## src/rtl/lrucd_pkg.sv

```systemverilog
// shared constants, types and helpers of the lru cache directory
package lrucd_pkg;

    localparam int unsigned MAX_SLOTS = 16;
    localparam int unsigned KEY_BITS  = 64;

    localparam int unsigned IN_KEY_W = 64;
    localparam int unsigned SIZE_W   = 20;
    localparam int unsigned SLOT_W   = 4;
    localparam int unsigned CFG_W    = 5;

    localparam int unsigned IDX_W  = $clog2(MAX_SLOTS);
    localparam int unsigned CNT_W  = $clog2(MAX_SLOTS + 1);
    localparam int unsigned RANK_W = IDX_W;
    localparam int unsigned ENT_W  = KEY_BITS + SIZE_W;

    localparam logic [CFG_W-1:0] ACTIVE_RESET = CFG_W'(16);

    localparam logic OP_LOOKUP = 1'b0;
    localparam logic OP_INSERT = 1'b1;

    typedef logic [IDX_W-1:0]  idx_t;
    typedef logic [CNT_W-1:0]  cnt_t;
    typedef logic [RANK_W-1:0] rank_t;

    localparam cnt_t SLOT_COUNT = cnt_t'(MAX_SLOTS);
    localparam cnt_t CNT_ONE    = cnt_t'(1);
    localparam idx_t LAST_IDX   = idx_t'(MAX_SLOTS - 1);

    typedef struct packed {
        logic rd_en;
        idx_t rd_addr;
        logic wr_en;
        idx_t wr_addr;
    } ram_req_t;

    typedef struct packed {
        logic              hit;
        logic [SLOT_W-1:0] slot;
        logic [SIZE_W-1:0] found_size;
        logic              evicted;
    } result_t;

    // zero acts as one, anything above the slot count as the slot count
    function automatic cnt_t slots_in_use(input logic [CFG_W-1:0] active);
        int unsigned v;
        v = 32'(active);
        if (v == 0) begin
            v = 1;
        end
        if (v > MAX_SLOTS) begin
            v = MAX_SLOTS;
        end
        return cnt_t'(v);
    endfunction

endpackage

```

## src/rtl/lrucd_ram.sv

```systemverilog
// generic simple dual port ram with registered read
module lrucd_ram #(
    parameter int unsigned WIDTH = 8,
    parameter int unsigned DEPTH = 16
) (
    input  logic                     aclk,
    input  logic                     wr_en,
    input  logic [$clog2(DEPTH)-1:0] wr_addr,
    input  logic [WIDTH-1:0]         wr_data,
    input  logic                     rd_en,
    input  logic [$clog2(DEPTH)-1:0] rd_addr,
    output logic [WIDTH-1:0]         rd_data
);

    logic [WIDTH-1:0] mem_reg [DEPTH];
    logic [WIDTH-1:0] rd_data_reg;

    always_ff @(posedge aclk) begin
        if (wr_en) begin
            mem_reg[wr_addr] <= wr_data;
        end
        if (rd_en) begin
            rd_data_reg <= mem_reg[rd_addr];
        end
    end

    assign rd_data = rd_data_reg;

endmodule

```

## src/rtl/lrucd_ctrl.sv

```systemverilog
// sequencer: slot scan, entry fill and recency update over the two rams
module lrucd_ctrl (
    input  logic                               aclk,
    input  logic                               aresetn,
    input  logic                               s_valid,
    output logic                               s_ready,
    input  logic                               s_op,
    input  logic [lrucd_pkg::IN_KEY_W-1:0]     s_key,
    input  logic [lrucd_pkg::SIZE_W-1:0]       s_object_size,
    input  logic [lrucd_pkg::CFG_W-1:0]        active_slots,
    output lrucd_pkg::ram_req_t                ent_req,
    output logic [lrucd_pkg::ENT_W-1:0]        ent_wdata,
    input  logic [lrucd_pkg::ENT_W-1:0]        ent_rdata,
    output lrucd_pkg::ram_req_t                rank_req,
    output lrucd_pkg::rank_t                   rank_wdata,
    input  lrucd_pkg::rank_t                   rank_rdata,
    output logic                               res_valid,
    input  logic                               res_ready,
    output lrucd_pkg::result_t                 res
);
    import lrucd_pkg::*;

    localparam logic [2:0] ST_IDLE    = 3'd0;
    localparam logic [2:0] ST_SCAN    = 3'd1;
    localparam logic [2:0] ST_RESOLVE = 3'd2;
    localparam logic [2:0] ST_TOUCH   = 3'd3;
    localparam logic [2:0] ST_FINISH  = 3'd4;

    logic [2:0]          state_reg, state_next;
    logic                op_reg, op_next;
    logic [KEY_BITS-1:0] key_reg, key_next;
    logic [SIZE_W-1:0]   size_reg, size_next;
    cnt_t                n_reg, n_next;
    cnt_t                iss_reg, iss_next;
    logic                rd_vld_reg, rd_vld_next;
    idx_t                rd_idx_reg, rd_idx_next;
    logic                found_reg, found_next;
    idx_t                sel_reg, sel_next;
    rank_t               sel_rank_reg, sel_rank_next;
    logic [SIZE_W-1:0]   fsize_reg, fsize_next;
    logic                have_reg, have_next;
    rank_t               best_reg, best_next;
    idx_t                vic_reg, vic_next;
    logic [MAX_SLOTS-1:0] valid_reg, valid_next;
    cnt_t                vcount_reg, vcount_next;
    idx_t                tgt_reg, tgt_next;
    rank_t               tgt_rank_reg, tgt_rank_next;
    result_t             res_reg, res_next;

    logic                rd_slot_valid;
    rank_t               rd_rank;
    logic [KEY_BITS-1:0] rd_key;
    logic [SIZE_W-1:0]   rd_size;
    idx_t                ins_slot;

    // a slot that was never filled reads as rank zero
    assign rd_slot_valid = valid_reg[rd_idx_reg];
    assign rd_rank       = rd_slot_valid ? rank_rdata : '0;
    assign rd_key        = ent_rdata[ENT_W-1 -: KEY_BITS];
    assign rd_size       = ent_rdata[SIZE_W-1:0];
    assign ins_slot      = found_reg ? sel_reg : vic_reg;

    assign ent_wdata = {key_reg, size_reg};
    assign res       = res_reg;

    always_comb begin
        state_next    = state_reg;
        op_next       = op_reg;
        key_next      = key_reg;
        size_next     = size_reg;
        n_next        = n_reg;
        iss_next      = iss_reg;
        rd_vld_next   = 1'b0;
        rd_idx_next   = rd_idx_reg;
        found_next    = found_reg;
        sel_next      = sel_reg;
        sel_rank_next = sel_rank_reg;
        fsize_next    = fsize_reg;
        have_next     = have_reg;
        best_next     = best_reg;
        vic_next      = vic_reg;
        valid_next    = valid_reg;
        vcount_next   = vcount_reg;
        tgt_next      = tgt_reg;
        tgt_rank_next = tgt_rank_reg;
        res_next      = res_reg;
        ent_req       = '0;
        rank_req      = '0;
        rank_wdata    = rd_rank;
        s_ready       = 1'b0;
        res_valid     = 1'b0;

        case (state_reg)
            ST_IDLE: begin
                s_ready = 1'b1;
                if (s_valid) begin
                    op_next    = s_op;
                    key_next   = s_key[KEY_BITS-1:0];
                    size_next  = s_object_size;
                    n_next     = slots_in_use(active_slots);
                    iss_next   = '0;
                    found_next = 1'b0;
                    have_next  = 1'b0;
                    state_next = ST_SCAN;
                end
            end
            ST_SCAN: begin
                if (iss_reg < n_reg) begin
                    ent_req.rd_en    = 1'b1;
                    ent_req.rd_addr  = iss_reg[IDX_W-1:0];
                    rank_req.rd_en   = 1'b1;
                    rank_req.rd_addr = iss_reg[IDX_W-1:0];
                    rd_vld_next      = 1'b1;
                    rd_idx_next      = iss_reg[IDX_W-1:0];
                    iss_next         = iss_reg + CNT_ONE;
                end
                if (rd_vld_reg) begin
                    if (op_reg == OP_LOOKUP) begin
                        if (rd_slot_valid && rd_key == key_reg && !found_reg) begin
                            found_next    = 1'b1;
                            sel_next      = rd_idx_reg;
                            sel_rank_next = rd_rank;
                            fsize_next    = rd_size;
                        end
                    end else begin
                        if (!rd_slot_valid && !found_reg) begin
                            found_next = 1'b1;
                            sel_next   = rd_idx_reg;
                        end
                        if (!have_reg || rd_rank > best_reg) begin
                            have_next = 1'b1;
                            best_next = rd_rank;
                            vic_next  = rd_idx_reg;
                        end
                    end
                    if (cnt_t'(rd_idx_reg) + CNT_ONE == n_reg) begin
                        state_next = ST_RESOLVE;
                    end
                end
            end
            ST_RESOLVE: begin
                iss_next = '0;
                if (op_reg == OP_LOOKUP) begin
                    tgt_next      = sel_reg;
                    tgt_rank_next = sel_rank_reg;
                    if (found_reg) begin
                        res_next.hit        = 1'b1;
                        res_next.slot       = SLOT_W'(sel_reg);
                        res_next.found_size = fsize_reg;
                        res_next.evicted    = 1'b0;
                        state_next          = ST_TOUCH;
                    end else begin
                        res_next   = '0;
                        state_next = ST_FINISH;
                    end
                end else begin
                    // fill an empty slot at the oldest rank, else replace the victim
                    ent_req.wr_en       = 1'b1;
                    ent_req.wr_addr     = ins_slot;
                    tgt_next            = ins_slot;
                    tgt_rank_next       = found_reg ? rank_t'(vcount_reg) : best_reg;
                    valid_next[ins_slot] = 1'b1;
                    if (found_reg) begin
                        vcount_next = vcount_reg + CNT_ONE;
                    end
                    res_next.hit        = 1'b0;
                    res_next.slot       = SLOT_W'(ins_slot);
                    res_next.found_size = '0;
                    res_next.evicted    = !found_reg;
                    state_next          = ST_TOUCH;
                end
            end
            ST_TOUCH: begin
                // read slot i while slot i-1 is written back, never the same entry
                if (iss_reg < SLOT_COUNT) begin
                    rank_req.rd_en   = 1'b1;
                    rank_req.rd_addr = iss_reg[IDX_W-1:0];
                    rd_vld_next      = 1'b1;
                    rd_idx_next      = iss_reg[IDX_W-1:0];
                    iss_next         = iss_reg + CNT_ONE;
                end
                if (rd_vld_reg) begin
                    rank_req.wr_en   = 1'b1;
                    rank_req.wr_addr = rd_idx_reg;
                    if (rd_idx_reg == tgt_reg) begin
                        rank_wdata = '0;
                    end else if (rd_slot_valid && rd_rank < tgt_rank_reg) begin
                        rank_wdata = rd_rank + rank_t'(1);
                    end else begin
                        rank_wdata = rd_rank;
                    end
                    if (rd_idx_reg == LAST_IDX) begin
                        state_next = ST_FINISH;
                    end
                end
            end
            ST_FINISH: begin
                res_valid = 1'b1;
                if (res_ready) begin
                    state_next = ST_IDLE;
                end
            end
            default: begin
                state_next = ST_IDLE;
            end
        endcase
    end

    always_ff @(posedge aclk) begin
        if (!aresetn) begin
            state_reg  <= ST_IDLE;
            rd_vld_reg <= 1'b0;
            valid_reg  <= '0;
            vcount_reg <= '0;
        end else begin
            state_reg  <= state_next;
            rd_vld_reg <= rd_vld_next;
            valid_reg  <= valid_next;
            vcount_reg <= vcount_next;
        end
    end

    always_ff @(posedge aclk) begin
        op_reg       <= op_next;
        key_reg      <= key_next;
        size_reg     <= size_next;
        n_reg        <= n_next;
        iss_reg      <= iss_next;
        rd_idx_reg   <= rd_idx_next;
        found_reg    <= found_next;
        sel_reg      <= sel_next;
        sel_rank_reg <= sel_rank_next;
        fsize_reg    <= fsize_next;
        have_reg     <= have_next;
        best_reg     <= best_next;
        vic_reg      <= vic_next;
        tgt_reg      <= tgt_next;
        tgt_rank_reg <= tgt_rank_next;
        res_reg      <= res_next;
    end

endmodule

```

## src/rtl/lru_object_cache_directory.sv

```systemverilog
// top level of the lru object cache directory
// Directory of a fully associative object cache with least-recently-used
// replacement. Each item is a lookup (s_op 0) or an insert (s_op 1) of a
// 64-bit key, and produces exactly one result item. Items are handled one at
// a time. The recency rank ram has a single read port, which is walked over the
// n active slots to search keys and find the oldest entry and then, for a
// lookup that hits or any insert, over every slot to age the ranks. A
// finished result waits in the output register, so the next item is taken
// and worked on while the previous result is still pending. The user must
// write the active_slots register through cfg_wr_en / cfg_wr_data only while
// the block is idle; the block itself does not enforce this. It resets to 16,
// zero behaves as one and values above the slot count behave as the slot
// count. There is no clearing pass after reset: reset clears the slot valid
// flags directly.
module lru_object_cache_directory (
    input  logic                            aclk,
    input  logic                            aresetn,
    // configuration
    input  logic                            cfg_wr_en,
    input  logic [lrucd_pkg::CFG_W-1:0]     cfg_wr_data,
    // request items
    input  logic                            s_valid,
    output logic                            s_ready,
    input  logic                            s_op,
    input  logic [lrucd_pkg::IN_KEY_W-1:0]  s_key,
    input  logic [lrucd_pkg::SIZE_W-1:0]    s_object_size,
    // result items
    output logic                            m_valid,
    input  logic                            m_ready,
    output logic                            m_hit,
    output logic [lrucd_pkg::SLOT_W-1:0]    m_slot,
    output logic [lrucd_pkg::SIZE_W-1:0]    m_found_size,
    output logic                            m_evicted
);
    import lrucd_pkg::*;

    logic [CFG_W-1:0] active_slots_reg;

    ram_req_t          ent_req;
    logic [ENT_W-1:0]  ent_wdata;
    logic [ENT_W-1:0]  ent_rdata;
    ram_req_t          rank_req;
    rank_t             rank_wdata;
    rank_t             rank_rdata;

    logic              res_valid;
    logic              res_ready;
    result_t           res;

    logic              m_valid_reg;
    result_t           out_reg;

    // slot count register, to be only written between items by the user; the block does not enforce this
    always_ff @(posedge aclk) begin
        if (!aresetn) begin
            active_slots_reg <= ACTIVE_RESET;
        end else if (cfg_wr_en) begin
            active_slots_reg <= cfg_wr_data;
        end
    end

    // key and object size of every slot, one entry per slot
    lrucd_ram #(
        .WIDTH (ENT_W),
        .DEPTH (MAX_SLOTS)
    ) u_entry_ram (
        .aclk    (aclk),
        .wr_en   (ent_req.wr_en),
        .wr_addr (ent_req.wr_addr),
        .wr_data (ent_wdata),
        .rd_en   (ent_req.rd_en),
        .rd_addr (ent_req.rd_addr),
        .rd_data (ent_rdata)
    );

    // recency rank of every slot, 0 is most recent
    lrucd_ram #(
        .WIDTH (RANK_W),
        .DEPTH (MAX_SLOTS)
    ) u_rank_ram (
        .aclk    (aclk),
        .wr_en   (rank_req.wr_en),
        .wr_addr (rank_req.wr_addr),
        .wr_data (rank_wdata),
        .rd_en   (rank_req.rd_en),
        .rd_addr (rank_req.rd_addr),
        .rd_data (rank_rdata)
    );

    // search, fill and recency sequencer, also holds the slot valid flags
    lrucd_ctrl u_ctrl (
        .aclk          (aclk),
        .aresetn       (aresetn),
        .s_valid       (s_valid),
        .s_ready       (s_ready),
        .s_op          (s_op),
        .s_key         (s_key),
        .s_object_size (s_object_size),
        .active_slots  (active_slots_reg),
        .ent_req       (ent_req),
        .ent_wdata     (ent_wdata),
        .ent_rdata     (ent_rdata),
        .rank_req      (rank_req),
        .rank_wdata    (rank_wdata),
        .rank_rdata    (rank_rdata),
        .res_valid     (res_valid),
        .res_ready     (res_ready),
        .res           (res)
    );

    // output register: a new result loads when the slot is empty or being drained
    assign res_ready = !m_valid_reg || m_ready;

    always_ff @(posedge aclk) begin
        if (!aresetn) begin
            m_valid_reg <= 1'b0;
        end else if (res_valid && res_ready) begin
            m_valid_reg <= 1'b1;
        end else if (m_ready) begin
            m_valid_reg <= 1'b0;
        end
    end

    always_ff @(posedge aclk) begin
        if (res_valid && res_ready) begin
            out_reg <= res;
        end
    end

    assign m_valid      = m_valid_reg;
    assign m_hit        = out_reg.hit;
    assign m_slot       = out_reg.slot;
    assign m_found_size = out_reg.found_size;
    assign m_evicted    = out_reg.evicted;

endmodule

```

## config.mk

```make
export PLATFORM = sky130hd
export DESIGN_NAME = lru_object_cache_directory
export DESIGN_NICKNAME = d
export VERILOG_FILES = /design/src/rtl/lrucd_pkg.sv /design/src/rtl/lrucd_ram.sv /design/src/rtl/lrucd_ctrl.sv /design/src/rtl/lru_object_cache_directory.sv
export SDC_FILE = /design/constraint.sdc
export NUM_CORES = 2
export LEC_CHECK = 0
export BUFFER_PORTS_ARGS = -buffer_cell sky130_fd_sc_hd__buf_2
export CAP_MARGIN = 20
export CORE_MARGIN = 1.5
export CORE_UTILIZATION = 45
export CTS_CLUSTER_DIAMETER = 80
export DETAILED_ROUTE_END_ITERATION = 8
export PLACE_DENSITY = 0.67
export SLEW_MARGIN = 20
export SYNTH_ARGS = -nofsm -noshare
export SYNTH_HDL_FRONTEND = slang
export SYNTH_HIERARCHICAL = 1
export SYNTH_SLANG_ARGS = --single-unit
```

## constraint.sdc

```tcl
create_clock -name aclk -period 21 [get_ports aclk]
set_input_delay 4.2 -clock aclk [delete_from_list [all_inputs] [get_ports aclk]]
set_output_delay 4.2 -clock aclk [all_outputs]
set_load 0.02 [all_outputs]
```

==> impl_metrics.yaml <==
synth:
  synth_area_um2: 65100
  avgSynthCellArea_um2: 22.0
  ys_warn_count: 6
  postSynth.asyncResetShare: 0
  ys_seq_area_frac: 0.790
  synth_edf_count: 1693
  netlist_instances: 2961
  ys_ff_latch: 1723
  synth_flop_cell: "edfxtp_1"
  synth_fp_nets: 3068
  ys_types: 69
global_route:
  grt_first_pass_wirelength_um: 209000
  antenna_found_initial: 11
  first_global_vias: 30500
  grt_max_degree: 154
  grt_overflow_total: 0
  grt_use_total: 0.197
floorplan:
  start_util: 0.454
  pin_count: 123
  num_rows: 139
  die-area_um2: 147000
  fp.coreArea_um2: 143000
  die_w_um: 383
  fp.dieH_um: 383
pwr:
  cellPowerDensity_nw_per_um2: 117
  ir_drop_mv: 0.0789
  p_leak_nw: 22.9
  finalPower_mw: 8.62
timing:
  post-route-min-period_ps: 6280
  finClkSkew_ps: 26.9
  drv_slew: 0
  slew_headroom: 0.240
  hold_violations: 0
  period_share: 0.299
  rsz0062_at_grt: "no"
  tightest_slew_ps: 1140
  fmax_mhz: 159
  setup_viol: 0
  setup-tns-final_ps: 0
clock_network:
  numCtsBuffers: 170
  cts-root-buf: "clkbuf_16"
  postCtsResizedCells: 0
  clockBufferDepth: 3
  post_cts_buffers: 0
  clk_latency_ps: 810
  cts_tree: "done"
  ctsHtreeMaxLevel: 4
  path_clk_slew_ps: 60
  clkSinkCount: 1723
  cts_hold_buf: 0
drt:
  vias_per_cell: 5.78
  drt_iter0_drc: 2998
  vias: 30200
  dr.pass1.iters: 5
  drt-wirelength-per-cell_um: 27.5
  wirelength_um: 144000
  ant_nets: 0
  route.detailed.drc: 0
setup_path:
  required_ps: 16800
  worstPathArrival_ps: 2080
  critPathLaunchType: "flip-flop"
  crit_path_end_kind: "output port"
  cp_max_fo: 10
  critPathKind: "flip-flop to output port"
finish:
  num-fill-cells: 11000
  largest_reg_flops: 1344
  instances_no_fill: 5225
  fin_nets: 3288
  final_area_um2: 73600
  diodes: 0
  drive_above_1_share: 0.253
  area_growth_pct: 13.1
placement:
  placed_area_um2: 68100
  detailedPlacementHpwl_um: 72300
  gp_congestion: 0.770
  placed_cells: 4911
  port_buffers: 122
worst_hold_path:
  hold_class: "flip-flop to flip-flop"
status:
  outcome: "complete, no violations"
run:
  drv_cap: 0
cell usage after synthesis (8+ instances only):
| cell type | n | area, um2 |
|---|---|---|
| edfxtp_1 | 1693 | 50800 |
| mux4_2 | 339 | 7630 |
| a22oi_1 | 134 | 1010 |
| nand2_1 | 114 | 428 |
| nor2_1 | 74 | 278 |
| clkbuf_1 | 68 | 255 |
| inv_1 | 43 | 161 |
| buf_2 | 42 | 210 |
| and2_1 | 41 | 257 |
| a22oi_2 | 40 | 500 |
| xnor2_1 | 39 | 342 |
| dfxtp_1 | 30 | 601 |
| xor2_1 | 27 | 236 |
| nand3_1 | 23 | 115 |
| mux2i_1 | 19 | 190 |
| o21a_1 | 19 | 143 |
| nor2b_1 | 18 | 113 |
| nor3_1 | 17 | 85.1 |
| mux4_1 | 15 | 394 |
| a21oi_1 | 12 | 60.1 |
| ha_1 | 12 | 150 |
| nand4_1 | 12 | 75.1 |
| buf_6 | 11 | 124 |
| o21ai_0 | 10 | 50.1 |
| buf_1 | 9 | 33.8 |
| nor4_1 | 9 | 56.3 |
| nand2b_1 | 8 | 50.1 |
| nand3b_1 | 8 | 60.1 |
per-stage QoR:
step | hold WS [ps] | util | worst slack, ps
2_1_floorplan | 400 | - | 10200
3_3_place_gp | 404 | 0.474 | 14680
3_5_place_dp | 406 | 0.474 | 14660
4_1_cts | 411 | 0.513 | 14590
5_1_grt | 426 | 0.513 | 14570
6_report | 406 | 0.513 | 14720
final cells by class:
| cell class | count | area (um2) | area share |
|---|---|---|---|
| flip-flops and latches | 1723 | 51400 | 0.699 |
| well taps | 1903 | 2380 | 0.0323 |
| clock inverters | 97 | 1040 | 0.0141 |
| multi-input cells | 1057 | 13000 | 0.176 |
| inverters | 44 | 170 | 0.00231 |
| clock buffers | 216 | 4480 | 0.0608 |
| repair buffers | 185 | 1150 | 0.0157 |
cell families after synthesis:
logic type               after synthesis  share of synthesized area
AND/OR/NAND/NOR                      338                     0.0249
buffers and inverters                181                     0.0131
adder cells (fa/ha/maj)               12                    0.00231
XOR/XNOR                              66                    0.00888
AO/OA/AOI/OAI                        268                     0.0341
flip-flops                          1723                      0.790
multiplexers                         373                      0.126
final timing paths:
check / startpoint / end / slack [ps] / depth (start not counted)
max reg2reg: u_ctrl/iss_reg[1] / u_entry_ram/rd_data[65] / 15170 / 13
max: u_ctrl/state_reg[1] / s_ready / 14720 / 2
min: u_ctrl/res[8] / m_found_size[7] / 410 / 0
min reg2reg: u_ctrl/res[8] / m_found_size[7] / 410 / 0
metal layers:
layer / GRT usage / vias to the layer above / wire (um) / part of all wire
li1: - / 12800 / - / -
met1: 0.268 / 16100 / 58200 / 0.41
met2: 0.323 / 1148 / 71800 / 0.50
met3: 0.0402 / 207 / 10500 / 0.073
met4: 0.0555 / 6 / 3120 / 0.022
met5: 0 / - / 51 / 0.00035
critical path, stage by stage, from the launching register on:
cell and delay (ps):
dfxtp_1 410, nor3_1 590, buf_2 290
power breakdown:
part	switching, mW	internal, mW
logic	0.720	0.506
clock network	1.27	1.73
registers	0.216	4.18
layout by cell type (no fill, tap or decap), types with 17 or more instances in the layout:
cell type  Yosys  routed
edfxtp_1    1693    1693
inv_1         43      42
nand3_1       23      23
clkbuf_16      0     172
o21a_1        19      19
and2_1        41      37
buf_2         42     122
clkinv_1       1      33
nand2_1      114     114
clkbuf_1      68      43
buf_4          5      58
clkinv_2       0      29
mux4_2       339     339
bufinv_16      0      17
mux2i_1       19      19
a22oi_2       40      40
a22oi_1      134     134
dfxtp_1       30      30
xor2_1        27      27
nor2_1        74      61
xnor2_1       39      39
(Power assumes the default switching activity.)
